--- src/hdl/sdws_pkg.sv ---
// ----------------------------------------------------------------------------
// sdws_pkg
// Types, widths, register indexes and reset values shared by the
// straight-drive wheel synchronizer.
// ----------------------------------------------------------------------------
`timescale 1ns / 1ps
`default_nettype none

package sdws_pkg;

    // fixed-point formats
    localparam int DISTANCE_BITS  = 32;
    localparam int DUTY_FRAC_BITS = 8;
    localparam int DUTY_INT_W     = 8;
    localparam int DUTY_W         = DUTY_INT_W + DUTY_FRAC_BITS;
    localparam int SPEED_W        = 16;
    localparam int GAIN_W         = 16;
    localparam int GAIN_FRAC      = 12;
    localparam int PERIOD_W       = 16;
    localparam int DIST_FRAC      = 12;
    localparam int STEP_SHIFT     = 9;
    localparam int TCM_W          = 14;
    localparam int TARGET_W       = 18;
    localparam int MM_W           = 20;

    // serial datapath widths
    localparam int PROD_W  = SPEED_W + DUTY_W;
    localparam int CORR_W  = GAIN_W + DUTY_W - GAIN_FRAC;
    localparam int ACC_X_W = CORR_W + 2;
    localparam int DSUM_W  = SPEED_W + 1;
    localparam int DPROD_W = DSUM_W + PERIOD_W;
    localparam int STEP_W  = DPROD_W - STEP_SHIFT;
    localparam int GOAL_W  = TARGET_W + DIST_FRAC;
    localparam int CMP_W   = (DISTANCE_BITS > GOAL_W) ? DISTANCE_BITS : GOAL_W;
    localparam int CNT_W   = $clog2(DUTY_W);
    localparam int DCNT_W  = $clog2(PERIOD_W + 1);

    localparam int TARGET_OFFSET_MM = 50;
    localparam int MM_PER_CM        = 10;

    // configuration port
    localparam int CFG_IDX_W  = 3;
    localparam int CFG_DATA_W = 16;

    localparam logic [CFG_IDX_W-1:0] REG_DUTY_MIN         = 3'd0;
    localparam logic [CFG_IDX_W-1:0] REG_DUTY_MAX         = 3'd1;
    localparam logic [CFG_IDX_W-1:0] REG_RIGHT_SPEED_LOW  = 3'd2;
    localparam logic [CFG_IDX_W-1:0] REG_RIGHT_SPEED_HIGH = 3'd3;
    localparam logic [CFG_IDX_W-1:0] REG_LEFT_SPEED_LOW   = 3'd4;
    localparam logic [CFG_IDX_W-1:0] REG_LEFT_SPEED_HIGH  = 3'd5;
    localparam logic [CFG_IDX_W-1:0] REG_CORRECTION_GAIN  = 3'd6;
    localparam logic [CFG_IDX_W-1:0] REG_SAMPLE_PERIOD    = 3'd7;

    localparam logic [DUTY_INT_W-1:0] RST_DUTY_MIN   = 8'd0;
    localparam logic [DUTY_INT_W-1:0] RST_DUTY_MAX   = 8'd255;
    localparam logic [SPEED_W-1:0]    RST_SPEED_LOW  = 16'd0;
    localparam logic [SPEED_W-1:0]    RST_SPEED_HIGH = 16'd16000;
    localparam logic [GAIN_W-1:0]     RST_GAIN       = 16'd410;
    localparam logic [PERIOD_W-1:0]   RST_PERIOD     = 16'd3277;

    typedef struct packed {
        logic               req_type;
        logic [TCM_W-1:0]   target_cm;
        logic [SPEED_W-1:0] velocity_right;
        logic [SPEED_W-1:0] velocity_left;
    } sdws_req_t;

    typedef struct packed {
        logic [DUTY_INT_W-1:0] duty_left;
        logic [DUTY_INT_W-1:0] duty_right;
        logic                  moving;
        logic                  done_res;
        logic [MM_W-1:0]       distance_mm;
    } sdws_res_t;

    typedef enum logic [2:0] {
        ST_IDLE,
        ST_MUL,
        ST_DIV,
        ST_ERR,
        ST_GAIN,
        ST_FIN
    } sdws_state_t;

    typedef enum logic [1:0] {
        KIND_START,
        KIND_IGNORE,
        KIND_RUN
    } sdws_kind_t;

endpackage

`default_nettype wire

--- src/hdl/straight_drive_wheel_sync.sv ---
// ----------------------------------------------------------------------------
// straight_drive_wheel_sync
// Proportional left/right duty balancing and distance tracking for a
// differential drive, one result beat per request beat.
// ----------------------------------------------------------------------------
// A start beat loads the target (cm * 10 + 50 mm), clears the distance and
// sets both duties to duty_min; a velocity sample beat maps both wheel speeds
// to duties, applies the gain-scaled difference, clamps, and integrates the
// mean speed into the distance. A start beat or a sample while idle goes
// straight to the finish step, which writes the output register. A sample
// during a run goes one bit per cycle through the shift-add speed-map
// multipliers, then the restoring dividers, then, after the error step, the
// shift-add gain multiplier before the finish step; the distance multiply runs
// alongside the speed-map multipliers. A new beat is taken once the previous
// one has been written to the output register, which may still be waiting on
// out_ready.
`timescale 1ns / 1ps
`default_nettype none

module straight_drive_wheel_sync
    import sdws_pkg::*;
(
    input  wire logic                  clk,
    input  wire logic                  rst_n,
    input  wire logic                  in_valid,
    output logic                       in_ready,
    input  wire sdws_req_t             in_data,
    output logic                       out_valid,
    input  wire logic                  out_ready,
    output sdws_res_t                  out_data,
    input  wire logic                  cfg_we,
    input  wire logic [CFG_IDX_W-1:0]  cfg_index,
    input  wire logic [CFG_DATA_W-1:0] cfg_data
);

    // configuration
    logic [DUTY_INT_W-1:0] duty_min_reg, duty_min_next;
    logic [DUTY_INT_W-1:0] duty_max_reg, duty_max_next;
    logic [SPEED_W-1:0]    r_low_reg, r_low_next;
    logic [SPEED_W-1:0]    r_high_reg, r_high_next;
    logic [SPEED_W-1:0]    l_low_reg, l_low_next;
    logic [SPEED_W-1:0]    l_high_reg, l_high_next;
    logic [GAIN_W-1:0]     gain_reg, gain_next;
    logic [PERIOD_W-1:0]   period_reg, period_next;

    // control and run state
    sdws_state_t          state_reg, state_next;
    sdws_kind_t           kind_reg, kind_next;
    logic                 running_reg, running_next;
    logic                 out_valid_reg, out_valid_next;
    logic [CNT_W-1:0]     cnt_reg, cnt_next;
    logic [DCNT_W-1:0]    dcnt_reg, dcnt_next;
    logic [DUTY_W-1:0]    acc_r_reg, acc_r_next;
    logic [DUTY_W-1:0]    acc_l_reg, acc_l_next;
    logic [DISTANCE_BITS-1:0] trav_reg, trav_next;
    logic [TARGET_W-1:0]  target_reg, target_next;

    // serial lanes
    logic [PROD_W-1:0]    p_r_reg, p_r_next;
    logic [PROD_W-1:0]    p_l_reg, p_l_next;
    logic [SPEED_W-1:0]   a_r_reg, a_r_next;
    logic [SPEED_W-1:0]   a_l_reg, a_l_next;
    logic [SPEED_W-1:0]   den_r_reg, den_r_next;
    logic [SPEED_W-1:0]   den_l_reg, den_l_next;
    logic                 r_lo_reg, r_lo_next;
    logic                 r_hi_reg, r_hi_next;
    logic                 l_lo_reg, l_lo_next;
    logic                 l_hi_reg, l_hi_next;
    logic                 err_neg_reg, err_neg_next;
    logic [DPROD_W-1:0]   p_d_reg, p_d_next;
    logic [DSUM_W-1:0]    a_d_reg, a_d_next;
    sdws_res_t            out_reg, out_next;

    // shift-add multiply: multiplier in the low bits, product grows from the top
    function automatic logic [PROD_W-1:0] mul_step(input logic [PROD_W-1:0] p,
                                                   input logic [SPEED_W-1:0] a);
        logic [SPEED_W:0] s;
        s = {1'b0, p[PROD_W-1:DUTY_W]} + (p[0] ? {1'b0, a} : '0);
        return {s, p[DUTY_W-1:1]};
    endfunction

    // restoring divide in place: remainder on top, quotient shifts in below
    function automatic logic [PROD_W-1:0] div_step(input logic [PROD_W-1:0] p,
                                                   input logic [SPEED_W-1:0] den);
        logic [SPEED_W:0]   t;
        logic [SPEED_W:0]   d;
        logic               ge;
        logic [SPEED_W-1:0] r;
        t  = {p[PROD_W-1:DUTY_W], p[DUTY_W-1]};
        d  = t - {1'b0, den};
        ge = (t >= {1'b0, den});
        r  = ge ? d[SPEED_W-1:0] : t[SPEED_W-1:0];
        return {r, p[DUTY_W-2:0], ge};
    endfunction

    function automatic logic [DPROD_W-1:0] dmul_step(input logic [DPROD_W-1:0] p,
                                                     input logic [DSUM_W-1:0] a);
        logic [DSUM_W:0] s;
        s = {1'b0, p[DPROD_W-1:PERIOD_W]} + (p[0] ? {1'b0, a} : '0);
        return {s, p[PERIOD_W-1:1]};
    endfunction

    function automatic logic [DUTY_W-1:0] lane_duty(input logic lo, input logic hi,
                                                    input logic [DUTY_W-1:0] q,
                                                    input logic [DUTY_W-1:0] dmin,
                                                    input logic [DUTY_W-1:0] dmax,
                                                    input logic neg);
        logic [DUTY_W-1:0] d;
        if (lo)
            d = dmin;
        else if (hi)
            d = dmax;
        else if (neg)
            d = dmin - q;
        else
            d = dmin + q;
        return d;
    endfunction

    // upper limit first, then lower
    function automatic logic [DUTY_W-1:0] clamp_duty(input logic signed [ACC_X_W-1:0] x,
                                                     input logic [DUTY_W-1:0] dmin,
                                                     input logic [DUTY_W-1:0] dmax);
        logic signed [ACC_X_W-1:0] lo_x;
        logic signed [ACC_X_W-1:0] hi_x;
        logic signed [ACC_X_W-1:0] t;
        lo_x = $signed(ACC_X_W'(dmin));
        hi_x = $signed(ACC_X_W'(dmax));
        t = (x > hi_x) ? hi_x : x;
        t = (t < lo_x) ? lo_x : t;
        return t[DUTY_W-1:0];
    endfunction

    // shared datapath terms
    logic [DUTY_W-1:0]     dmin_f, dmax_f, mag;
    logic [DUTY_INT_W-1:0] mag_int;
    logic                  span_neg;
    logic [TARGET_W-1:0]   target_mm;

    assign span_neg  = (duty_max_reg < duty_min_reg);
    assign mag_int   = span_neg ? (duty_min_reg - duty_max_reg) : (duty_max_reg - duty_min_reg);
    assign mag       = {mag_int, {DUTY_FRAC_BITS{1'b0}}};
    assign dmin_f    = {duty_min_reg, {DUTY_FRAC_BITS{1'b0}}};
    assign dmax_f    = {duty_max_reg, {DUTY_FRAC_BITS{1'b0}}};
    assign target_mm = TARGET_W'(in_data.target_cm) * TARGET_W'(MM_PER_CM)
                     + TARGET_W'(TARGET_OFFSET_MM);

    // duty difference after the divide
    logic [DUTY_W-1:0] duty_r, duty_l, emag;
    logic [DUTY_W:0]   diff, diff_abs;

    assign duty_r   = lane_duty(r_lo_reg, r_hi_reg, p_r_reg[DUTY_W-1:0], dmin_f, dmax_f,
                                span_neg);
    assign duty_l   = lane_duty(l_lo_reg, l_hi_reg, p_l_reg[DUTY_W-1:0], dmin_f, dmax_f,
                                span_neg);
    assign diff     = {1'b0, duty_r} - {1'b0, duty_l};
    assign diff_abs = diff[DUTY_W] ? (~diff + 1'b1) : diff;
    assign emag     = diff_abs[DUTY_W-1:0];

    // correction and distance update at the end of a sample
    logic [CORR_W-1:0]         corr_mag;
    logic signed [ACC_X_W-1:0] corr_x, ar_x, al_x, r_raw, l_raw;
    logic [DUTY_W-1:0]         acc_r_new, acc_l_new;
    logic [STEP_W-1:0]         step;
    logic [DISTANCE_BITS:0]    trav_sum;
    logic [DISTANCE_BITS-1:0]  trav_sat, trav_out, mm_wide;
    logic [GOAL_W-1:0]         goal;
    logic                      hit;
    logic [MM_W-1:0]           mm;

    assign corr_mag  = p_r_reg[PROD_W-1:GAIN_FRAC];
    assign corr_x    = $signed(ACC_X_W'(corr_mag));
    assign ar_x      = $signed(ACC_X_W'(acc_r_reg));
    assign al_x      = $signed(ACC_X_W'(acc_l_reg));
    assign r_raw     = err_neg_reg ? (ar_x + corr_x) : (ar_x - corr_x);
    assign l_raw     = err_neg_reg ? (al_x - corr_x) : (al_x + corr_x);
    assign acc_r_new = clamp_duty(r_raw, dmin_f, dmax_f);
    assign acc_l_new = clamp_duty(l_raw, dmin_f, dmax_f);

    assign step     = p_d_reg[DPROD_W-1:STEP_SHIFT];
    assign trav_sum = {1'b0, trav_reg} + (DISTANCE_BITS + 1)'(step);
    assign trav_sat = trav_sum[DISTANCE_BITS] ? '1 : trav_sum[DISTANCE_BITS-1:0];
    assign goal     = {target_reg, {DIST_FRAC{1'b0}}};
    // a goal past the distance ceiling is met once the distance saturates
    assign hit      = (CMP_W'(trav_sat) >= CMP_W'(goal)) || (trav_sat == '1);
    assign trav_out = (kind_reg == KIND_RUN) ? trav_sat : trav_reg;
    assign mm_wide  = trav_out >> DIST_FRAC;
    assign mm       = (mm_wide > DISTANCE_BITS'({MM_W{1'b1}})) ? {MM_W{1'b1}}
                                                              : mm_wide[MM_W-1:0];

    logic cnt_last;
    assign cnt_last = (cnt_reg == CNT_W'(DUTY_W - 1));

    always_comb
    begin
        duty_min_next  = duty_min_reg;
        duty_max_next  = duty_max_reg;
        r_low_next     = r_low_reg;
        r_high_next    = r_high_reg;
        l_low_next     = l_low_reg;
        l_high_next    = l_high_reg;
        gain_next      = gain_reg;
        period_next    = period_reg;
        state_next     = state_reg;
        kind_next      = kind_reg;
        running_next   = running_reg;
        out_valid_next = out_valid_reg;
        cnt_next       = cnt_reg;
        dcnt_next      = dcnt_reg;
        acc_r_next     = acc_r_reg;
        acc_l_next     = acc_l_reg;
        trav_next      = trav_reg;
        target_next    = target_reg;
        p_r_next       = p_r_reg;
        p_l_next       = p_l_reg;
        a_r_next       = a_r_reg;
        a_l_next       = a_l_reg;
        den_r_next     = den_r_reg;
        den_l_next     = den_l_reg;
        r_lo_next      = r_lo_reg;
        r_hi_next      = r_hi_reg;
        l_lo_next      = l_lo_reg;
        l_hi_next      = l_hi_reg;
        err_neg_next   = err_neg_reg;
        p_d_next       = p_d_reg;
        a_d_next       = a_d_reg;
        out_next       = out_reg;

        if (cfg_we)
        begin
            unique case (cfg_index)
                REG_DUTY_MIN:         duty_min_next = cfg_data[DUTY_INT_W-1:0];
                REG_DUTY_MAX:         duty_max_next = cfg_data[DUTY_INT_W-1:0];
                REG_RIGHT_SPEED_LOW:  r_low_next    = cfg_data[SPEED_W-1:0];
                REG_RIGHT_SPEED_HIGH: r_high_next   = cfg_data[SPEED_W-1:0];
                REG_LEFT_SPEED_LOW:   l_low_next    = cfg_data[SPEED_W-1:0];
                REG_LEFT_SPEED_HIGH:  l_high_next   = cfg_data[SPEED_W-1:0];
                REG_CORRECTION_GAIN:  gain_next     = cfg_data[GAIN_W-1:0];
                REG_SAMPLE_PERIOD:    period_next   = cfg_data[PERIOD_W-1:0];
                default:              duty_min_next = duty_min_reg;
            endcase
        end

        if (out_valid_reg && out_ready)
            out_valid_next = 1'b0;

        // distance multiply runs on its own count during the mul phase
        if (dcnt_reg != '0)
        begin
            p_d_next  = dmul_step(p_d_reg, a_d_reg);
            dcnt_next = dcnt_reg - 1'b1;
        end

        unique case (state_reg)
            ST_IDLE:
            begin
                if (in_valid)
                begin
                    if (!in_data.req_type)
                    begin
                        target_next  = target_mm;
                        trav_next    = '0;
                        acc_r_next   = dmin_f;
                        acc_l_next   = dmin_f;
                        running_next = 1'b1;
                        kind_next    = KIND_START;
                        state_next   = ST_FIN;
                    end
                    else if (running_reg)
                    begin
                        a_r_next   = in_data.velocity_right - r_low_reg;
                        a_l_next   = in_data.velocity_left - l_low_reg;
                        den_r_next = r_high_reg - r_low_reg;
                        den_l_next = l_high_reg - l_low_reg;
                        r_lo_next  = (in_data.velocity_right <= r_low_reg);
                        r_hi_next  = (in_data.velocity_right >= r_high_reg);
                        l_lo_next  = (in_data.velocity_left <= l_low_reg);
                        l_hi_next  = (in_data.velocity_left >= l_high_reg);
                        p_r_next   = {{SPEED_W{1'b0}}, mag};
                        p_l_next   = {{SPEED_W{1'b0}}, mag};
                        a_d_next   = {1'b0, in_data.velocity_right}
                                   + {1'b0, in_data.velocity_left};
                        p_d_next   = {{DSUM_W{1'b0}}, period_reg};
                        dcnt_next  = DCNT_W'(PERIOD_W);
                        cnt_next   = '0;
                        kind_next  = KIND_RUN;
                        state_next = ST_MUL;
                    end
                    else
                    begin
                        kind_next  = KIND_IGNORE;
                        state_next = ST_FIN;
                    end
                end
            end

            ST_MUL:
            begin
                p_r_next = mul_step(p_r_reg, a_r_reg);
                p_l_next = mul_step(p_l_reg, a_l_reg);
                cnt_next = cnt_reg + 1'b1;
                if (cnt_last)
                begin
                    cnt_next   = '0;
                    state_next = ST_DIV;
                end
            end

            ST_DIV:
            begin
                p_r_next = div_step(p_r_reg, den_r_reg);
                p_l_next = div_step(p_l_reg, den_l_reg);
                cnt_next = cnt_reg + 1'b1;
                if (cnt_last)
                begin
                    cnt_next   = '0;
                    state_next = ST_ERR;
                end
            end

            ST_ERR:
            begin
                p_r_next     = {{SPEED_W{1'b0}}, emag};
                a_r_next     = gain_reg;
                err_neg_next = diff[DUTY_W];
                cnt_next     = '0;
                state_next   = ST_GAIN;
            end

            ST_GAIN:
            begin
                p_r_next = mul_step(p_r_reg, a_r_reg);
                cnt_next = cnt_reg + 1'b1;
                if (cnt_last)
                begin
                    cnt_next   = '0;
                    state_next = ST_FIN;
                end
            end

            ST_FIN:
            begin
                if (!out_valid_reg || out_ready)
                begin
                    out_next.duty_left   = '0;
                    out_next.duty_right  = '0;
                    out_next.moving      = running_reg;
                    out_next.done_res    = 1'b0;
                    out_next.distance_mm = mm;
                    if (kind_reg == KIND_RUN)
                    begin
                        acc_r_next = acc_r_new;
                        acc_l_next = acc_l_new;
                        trav_next  = trav_sat;
                        if (hit)
                        begin
                            running_next      = 1'b0;
                            out_next.moving   = 1'b0;
                            out_next.done_res = 1'b1;
                        end
                        else
                        begin
                            out_next.duty_left  = acc_l_new[DUTY_W-1:DUTY_FRAC_BITS];
                            out_next.duty_right = acc_r_new[DUTY_W-1:DUTY_FRAC_BITS];
                        end
                    end
                    out_valid_next = 1'b1;
                    state_next     = ST_IDLE;
                end
            end

            default:
            begin
                state_next = ST_IDLE;
            end
        endcase
    end

    always_ff @(posedge clk or negedge rst_n)
    begin
        if (!rst_n)
        begin
            duty_min_reg  <= RST_DUTY_MIN;
            duty_max_reg  <= RST_DUTY_MAX;
            r_low_reg     <= RST_SPEED_LOW;
            r_high_reg    <= RST_SPEED_HIGH;
            l_low_reg     <= RST_SPEED_LOW;
            l_high_reg    <= RST_SPEED_HIGH;
            gain_reg      <= RST_GAIN;
            period_reg    <= RST_PERIOD;
            state_reg     <= ST_IDLE;
            kind_reg      <= KIND_IGNORE;
            running_reg   <= 1'b0;
            out_valid_reg <= 1'b0;
            cnt_reg       <= '0;
            dcnt_reg      <= '0;
            acc_r_reg     <= '0;
            acc_l_reg     <= '0;
            trav_reg      <= '0;
            target_reg    <= '0;
        end
        else
        begin
            duty_min_reg  <= duty_min_next;
            duty_max_reg  <= duty_max_next;
            r_low_reg     <= r_low_next;
            r_high_reg    <= r_high_next;
            l_low_reg     <= l_low_next;
            l_high_reg    <= l_high_next;
            gain_reg      <= gain_next;
            period_reg    <= period_next;
            state_reg     <= state_next;
            kind_reg      <= kind_next;
            running_reg   <= running_next;
            out_valid_reg <= out_valid_next;
            cnt_reg       <= cnt_next;
            dcnt_reg      <= dcnt_next;
            acc_r_reg     <= acc_r_next;
            acc_l_reg     <= acc_l_next;
            trav_reg      <= trav_next;
            target_reg    <= target_next;
        end
    end

    always_ff @(posedge clk)
    begin
        p_r_reg     <= p_r_next;
        p_l_reg     <= p_l_next;
        a_r_reg     <= a_r_next;
        a_l_reg     <= a_l_next;
        den_r_reg   <= den_r_next;
        den_l_reg   <= den_l_next;
        r_lo_reg    <= r_lo_next;
        r_hi_reg    <= r_hi_next;
        l_lo_reg    <= l_lo_next;
        l_hi_reg    <= l_hi_next;
        err_neg_reg <= err_neg_next;
        p_d_reg     <= p_d_next;
        a_d_reg     <= a_d_next;
        out_reg     <= out_next;
    end

    assign in_ready  = (state_reg == ST_IDLE);
    assign out_valid = out_valid_reg;
    assign out_data  = out_reg;

    // busy right after taking a beat
    assert property (@(posedge clk) disable iff (!rst_n)
        (in_valid && in_ready) |=> !in_ready)
        else $error("request accepted on consecutive cycles");

    // a finished run never reports itself as still moving
    assert property (@(posedge clk) disable iff (!rst_n)
        (out_valid && out_data.done_res) |-> !out_data.moving)
        else $error("done result still flagged as moving");

    // remainder stays below the divisor for an in-range lane
    assert property (@(posedge clk) disable iff (!rst_n)
        (state_reg == ST_DIV && !r_lo_reg && !r_hi_reg)
            |-> (p_r_reg[PROD_W-1:DUTY_W] < den_r_reg))
        else $error("right lane divider remainder out of range");

    // results only come from the finish step
    assert property (@(posedge clk) disable iff (!rst_n)
        $rose(out_valid_reg) |-> $past(state_reg == ST_FIN))
        else $error("result beat raised outside the finish step");

endmodule

`default_nettype wire

--- config.mk ---
export PLATFORM = sky130hd
export DESIGN_NAME = straight_drive_wheel_sync
export DESIGN_NICKNAME = d
export VERILOG_FILES = /design/src/hdl/sdws_pkg.sv /design/src/hdl/straight_drive_wheel_sync.sv
export SDC_FILE = /design/constraint.sdc
export NUM_CORES = 2
export LEC_CHECK = 0
export BUFFER_PORTS_ARGS = -buffer_cell sky130_fd_sc_hd__clkbuf_2
export CORE_ASPECT_RATIO = 0.75
export CORE_UTILIZATION = 60
export DETAILED_ROUTE_END_ITERATION = 12
export GPL_ROUTABILITY_DRIVEN = 0
export HOLD_SLACK_MARGIN = 0.15
export PLACE_DENSITY_LB_ADDON = 0.1
export SETUP_SLACK_MARGIN = 0.2
export SYNTH_ARGS = -nofsm -noshare
export SYNTH_HDL_FRONTEND = slang
export SYNTH_SLANG_ARGS = --single-unit
--- constraint.sdc ---
create_clock -name clk -period 11.6 [get_ports clk]
set_input_delay 3.48 -clock clk [delete_from_list [all_inputs] [get_ports clk]]
set_output_delay 3.48 -clock clk [all_outputs]
set_load 0.03 [all_outputs]
# [Yosys cells after proc, flatten, opt, wreduce, memory -nomap -nowiden]
# Cells that the tools add are included.
[totals] wordCells=218 rom_bits=0 in_bits=71 mem_count=0 regBits=431 latchBits=0 ramBits=0 out_inout_bits=40
[classes] n_eq_ne=25 muxes=78 add_sub_neg=26 magnitude_cmp=13 reduce_logical=35 n_mul=1 n_bitwise=3 n_shift=0 div_mod_pow=0
[op_table] cell="16-bit two-way mux" n=22
[op_table] cell="32-bit two-way mux" n=8
[op_table] cell="33-bit two-way mux" n=5
[op_table] cell="32-bit one-hot mux with 4 select lines" n=1
[op_table] cell="16-bit subtractor" n=8
[op_table] cell="16-bit one-hot mux with 2 select lines" n=3
[op_table] cell="32-bit one-hot mux with 3 select lines" n=1
[op_table] cell="22-bit two-way mux" n=4
[op_table] cell="32-bit one-hot mux with 2 select lines" n=1
[op_table] cell="16-bit by 16-bit adder with 17-bit output" n=3
[op_table] cell="22-bit by 17-bit > comparator with 1-bit output" n=2
[op_table] cell="22-bit by 17-bit < comparator with 1-bit output" n=2
[op_table] cell="16-bit by 20-bit adder with 21-bit output" n=2
[op_table] cell="16-bit by 20-bit subtractor with 21-bit output" n=2
[op_table] cell="17-bit by 16-bit greater-or-equal comparator with 1-bit output" n=2
[op_table] cell="32-bit by 24-bit adder with 33-bit output" n=1
[op_table] cell="16-bit adder" n=2
[op_table] cell="32-bit == test (second input constant)" n=1
[op_table] cell="16-bit greater-or-equal comparator" n=2
[op_table] cell="32-bit by 30-bit greater-or-equal comparator with 1-bit output" n=1
[op_table] cell="16-bit <= comparator" n=2
[op_table] cell="5-bit two-way mux" n=5
[op_table] cell="4-bit AND reduction" n=6
[op_table] cell="3-bit two-way mux" n=7
[op_table] cell="41 further kinds" n=88

# [Longest topological paths before layout]
[logic_depth] ltp_word=9 mapped_depth=37 depth_no_buf=35

# [Least setup slack after synthesis]
# Ideal clock, no wire load.
[synth_timing] path_type="register -> register" startpoint="register p_r_reg[12]" endpoint="register out_reg (netlist bit out_data[23]), data pin" path_stages_with_launch=37 synth_period_minus_slack_ns=6.719 path_buffers=2 t_arrival_ns=6.552 setup_slack_ns=4.881 setup_ns=0.167 required_ns=11.433 path_cell_list="edfxtp_1 > ha_1 > inv_1 > fa_1 > o21bai_1 > nand3b_1 > a31oi_1 > or3_1 > a21oi_1 > nor2_1 > o21ai_0 > a31oi_1 > xnor2_1 > ha_1 > nand4_1 > nor4b_1 > nand4_1 > o41ai_1 > and4_1 > and3_1 > or3_1 > buf_2 > mux2_2 > ha_1 > a21o_1 > a21o_1 > a21oi_1 > nor2b_1 > o21ai_0 > nand2b_1 > or4_1 > a31oi_1 > a211oi_1 > nand2_1 > clkbuf_1 > nor2_1 > a211oi_1"
[synth_via] elab_chain_len=6 elab_cells_between_ends=7 cone_classes="add/sub (2); order compare (2); mux (3)"
[synth_rtl] element="start, declared" line="straight_drive_wheel_sync.sv:59" rtl="logic [PROD_W-1:0] p_r_reg, p_r_next;"
[synth_rtl] element="start signal, assigned" line="straight_drive_wheel_sync.sv:427" rtl="p_r_reg <= p_r_next;"
[synth_rtl] element="16-bit by 20-bit subtractor with 21-bit output or 16-bit by 20-bit adder with 21-bit output (tied branches)" line="straight_drive_wheel_sync.sv:175" rtl="assign r_raw = err_neg_reg ? (ar_x + corr_x) : (ar_x - corr_x);"
[synth_rtl] element="22-bit two-way mux *" line="straight_drive_wheel_sync.sv:175"
[synth_rtl] element="22-bit by 17-bit > comparator with 1-bit output" line="straight_drive_wheel_sync.sv:129" rtl="t = (x > hi_x) ? hi_x : x;"
[synth_rtl] element="22-bit two-way mux *" line="straight_drive_wheel_sync.sv:129"
[synth_rtl] element="22-bit by 17-bit < comparator with 1-bit output" line="straight_drive_wheel_sync.sv:130" rtl="t = (t < lo_x) ? lo_x : t;"
[synth_rtl] element="16-bit two-way mux *" line="straight_drive_wheel_sync.sv:130"
[synth_rtl] element="end signal, assigned" line="straight_drive_wheel_sync.sv:440" rtl="out_reg <= out_next;"
[synth_rtl] element="end, declared" line="straight_drive_wheel_sync.sv:72" rtl="sdws_res_t out_reg, out_next;"
# Mark *: on every way between the ends. The rest lies on a longest branch, timed or not.
# A chain may end at the register's enable or synchronous reset.

# [Final worst setup path]
[layout_timing] startpoint="register p_r_reg[13]" endpoint="register out_reg (netlist bit out_data[22]), data pin"
# The elaborated chain is that of the path after synthesis.

==> out/metrics.cfg <==
[synthesis]
yosys-top-cells-area=edfxtp_1 (16%), ha_1 (15%), dfrtp_1 (13%)
synth_seq_cells=430
synth.net_count=4472
syn_area_um2=35200
synth_commonest_cells=ha_1 (417), nand2_1 (382), inv_1 (329)
postSynth.asyncResetShare=0.486
syn_inst=3963
yosysSeqAreaShare=0.329
yosysWarnings=0
synth_top_area_share=0.161
synth_area_per_cell_um2=8.87
synth_area_leader_cell=edfxtp_1
yosysMostFrequentCell=ha_1
synth_top_flop_cell=edfxtp_1
synth_edf_count=188
synth_cell_types=91

[timing]
hold_viol_final=0
maxSlewHeadroom=0.215
layout_worst_path_cycle_share=0.699
worstMarginPinSlew_ns=1.18
fin_tns_setup_ns=0
rsz0062_at_grt=false
setup_violations=0
min_period_ns=8.11
skew_ns=0.0309
fmax_ghz=0.123
slew_viol_final=0

[floorplan]
rows=76
initial_utilization=0.610
core_um2=57600
dieArea_um2=59600
die_h_um=212
boundaryPins=111
die_x_um=282

[routing]
drc=0
drt_iter0_drc=3345
via_count=29600
drt_pass1_iterations=6
wl_per_cell_um=20.6
detail-route-antenna-nets=0
routed_wl_um=99700
viasPerCell=6.12

[finish]
stdcell_area_um2=38000
fin_nets=4529
antenna_cells=0
stdcell_count=4838
layout-drive-gt1-share=0.0988
multi_input_area_um2=21900
fillers=4802
register_area_um2=11600
area_delta_synth_final_pct=8.21
largest_reg_flops=38

[critical_path]
reg2reg_slack_ns=3.49
critical_path_class=reg2reg
cp_max_fo=13
cp-end-kind=flop
arrival_ns=8.46
start_kind=flop
r2r-end=out_data[22]$_SDFFCE_PP0P_
critPathSlowestCell=edfxtp_1
reg2reg_depth=33
rr_startpoint=p_r_reg[13]$_DFFE_PP_
cpPeakStageDelay_ns=0.63
required_ns=11.95

[hold_path]
min_path_cells=2
hold_class=reg2reg
worstHoldStart=period_reg[9]$_DFFE_PN0P_
whs_endpoint=p_d_reg[9]$_DFF_P_

[pwr]
power.leakage_nw=17.2
cellPowerDensity_nw_per_um2=309
vdd_drop_max_uv=213

[placement]
port_buffers=110
place_area_um2=36500
place_hpwl_um=75600
place_inst=4752

[clock_tree]
cts_hold_buffers=0
clk_pin_slew_ns=0.07
cts_resized=0
clock_latency_ns=0.62
postCtsSetupBuffers=0
numClockSinks=430
cts_buffer_depth=3
cts_tree=built
cts_buffers=46
h-tree-depth=2
cts-root-buf=clkbuf_16

[global_routing]
grt_pass1_wl_um=154000
overflow=0
grt_use_total=0.333
grt_pass1_vias=27100
grt_max_degree=108
antenna_found_initial=3

[job]
drv_cap=0

[outcome]
status=completed

-- cells in the final DEF, fill, tap and decap left out, drive strengths merged, types with 14 or more instances in the layout --
cell type    n
a21o       100
or3         18
nand2      382
a21boi      35
a211oi      35
xor2        84
o21ai      347
o21bai      46
nand3       61
dfxtp       33
dfrtp      176
clkbuf     172
dfstp       33
nor4        14
nor2       290
and2        74
o21a        35
fa          21
nand2b      32
clkinv      20
ha         417
nand4       31
mux2i       86
nor2b       51
buf         30
mux2        91
and3        24
o31ai       26
nor3        70
xnor2      159
o211ai      23
inv        332
or2         20
edfxtp     188
o22ai       38
a21oi      256
a22oi       14
a31oi       29
-- area by class of cell --
type	count	area share
clock inverter	23	0.00651
clock buffer	63	0.0349
timing repair buffer	139	0.0205
sequential	430	0.304
tap	780	0.0257
multi-input combinational	3071	0.575
inverter	332	0.0328
-- per-layer routing --
metal | vias to the layer above | share of wire | global-route usage
met4 | 2 | 0.033 | 0.107
met1 | 13800 | 0.47 | 0.503
li1 | 14300 | - | -
met2 | 1302 | 0.40 | 0.471
met3 | 196 | 0.097 | 0.0701
met5 | - | 0.00013 | 0
-- cell families (layout without fill, tap and decap cells) --
logic type,Yosys count,after routing,synth area share
flip-flops,430,430,0.329
multiplexers,177,177,0.0536
adder cells (fa/ha/maj),438,438,0.160
AND/OR/NAND/NOR,1105,1105,0.147
AO/OA/AOI/OAI,1108,1108,0.199
XOR/XNOR,243,243,0.0605
buffers and inverters,462,557,0.0501
-- per-stage QoR --
step                 util  setup WS, ns  hold slack (ns)  power [mW]
floorplan               -          4.88            0.436        8.14
detailed placement  0.633          3.69            0.458        9.99
CTS                 0.660          3.65            0.474        11.6
global placement    0.633          3.94            0.448        9.88
finish              0.660          3.49            0.472        11.8
global route        0.660          2.95            0.494        12.6
-- worst max-delay path: cells and delay by family, from the launching register on --
| kind | cells | cell delay, ns |
|---|---|---|
| and+or+nand+nor | 13 | 2.42 |
| adders and majority gates | 3 | 0.99 |
| muxes | 2 | 0.66 |
| AOI/OAI and AO/OA | 13 | 2.67 |
| DFF | 1 | 0.63 |
| buffers and inverters | 1 | 0.34 |
| xor gates and xnor gates | 1 | 0.11 |
-- power breakdown --
part	switching, mW	internal (mW)	total (mW)
clock network	0.678	0.879	1.56
registers	0.565	2.28	2.85
logic	4.42	2.93	7.35
-- worst max path at each step --
stage | start | end | slack [ns]
after global routing | p_r_reg[13]$_DFFE_PP_ | out_data[22]$_SDFFCE_PP0P_ | 2.95
final | p_r_reg[13]$_DFFE_PP_ | out_data[22]$_SDFFCE_PP0P_ | 3.49
after floorplan | p_r_reg[12]$_DFFE_PP_ | out_data[23]$_SDFFCE_PP0P_ | 4.88
after detailed placement | p_r_reg[13]$_DFFE_PP_ | out_data[22]$_SDFFCE_PP0P_ | 3.69
after global placement | p_r_reg[13]$_DFFE_PP_ | out_data[27]$_SDFFCE_PP0P_ | 3.94
after CTS | p_r_reg[13]$_DFFE_PP_ | out_data[22]$_SDFFCE_PP0P_ | 3.65
(Power assumes the default switching activity.)
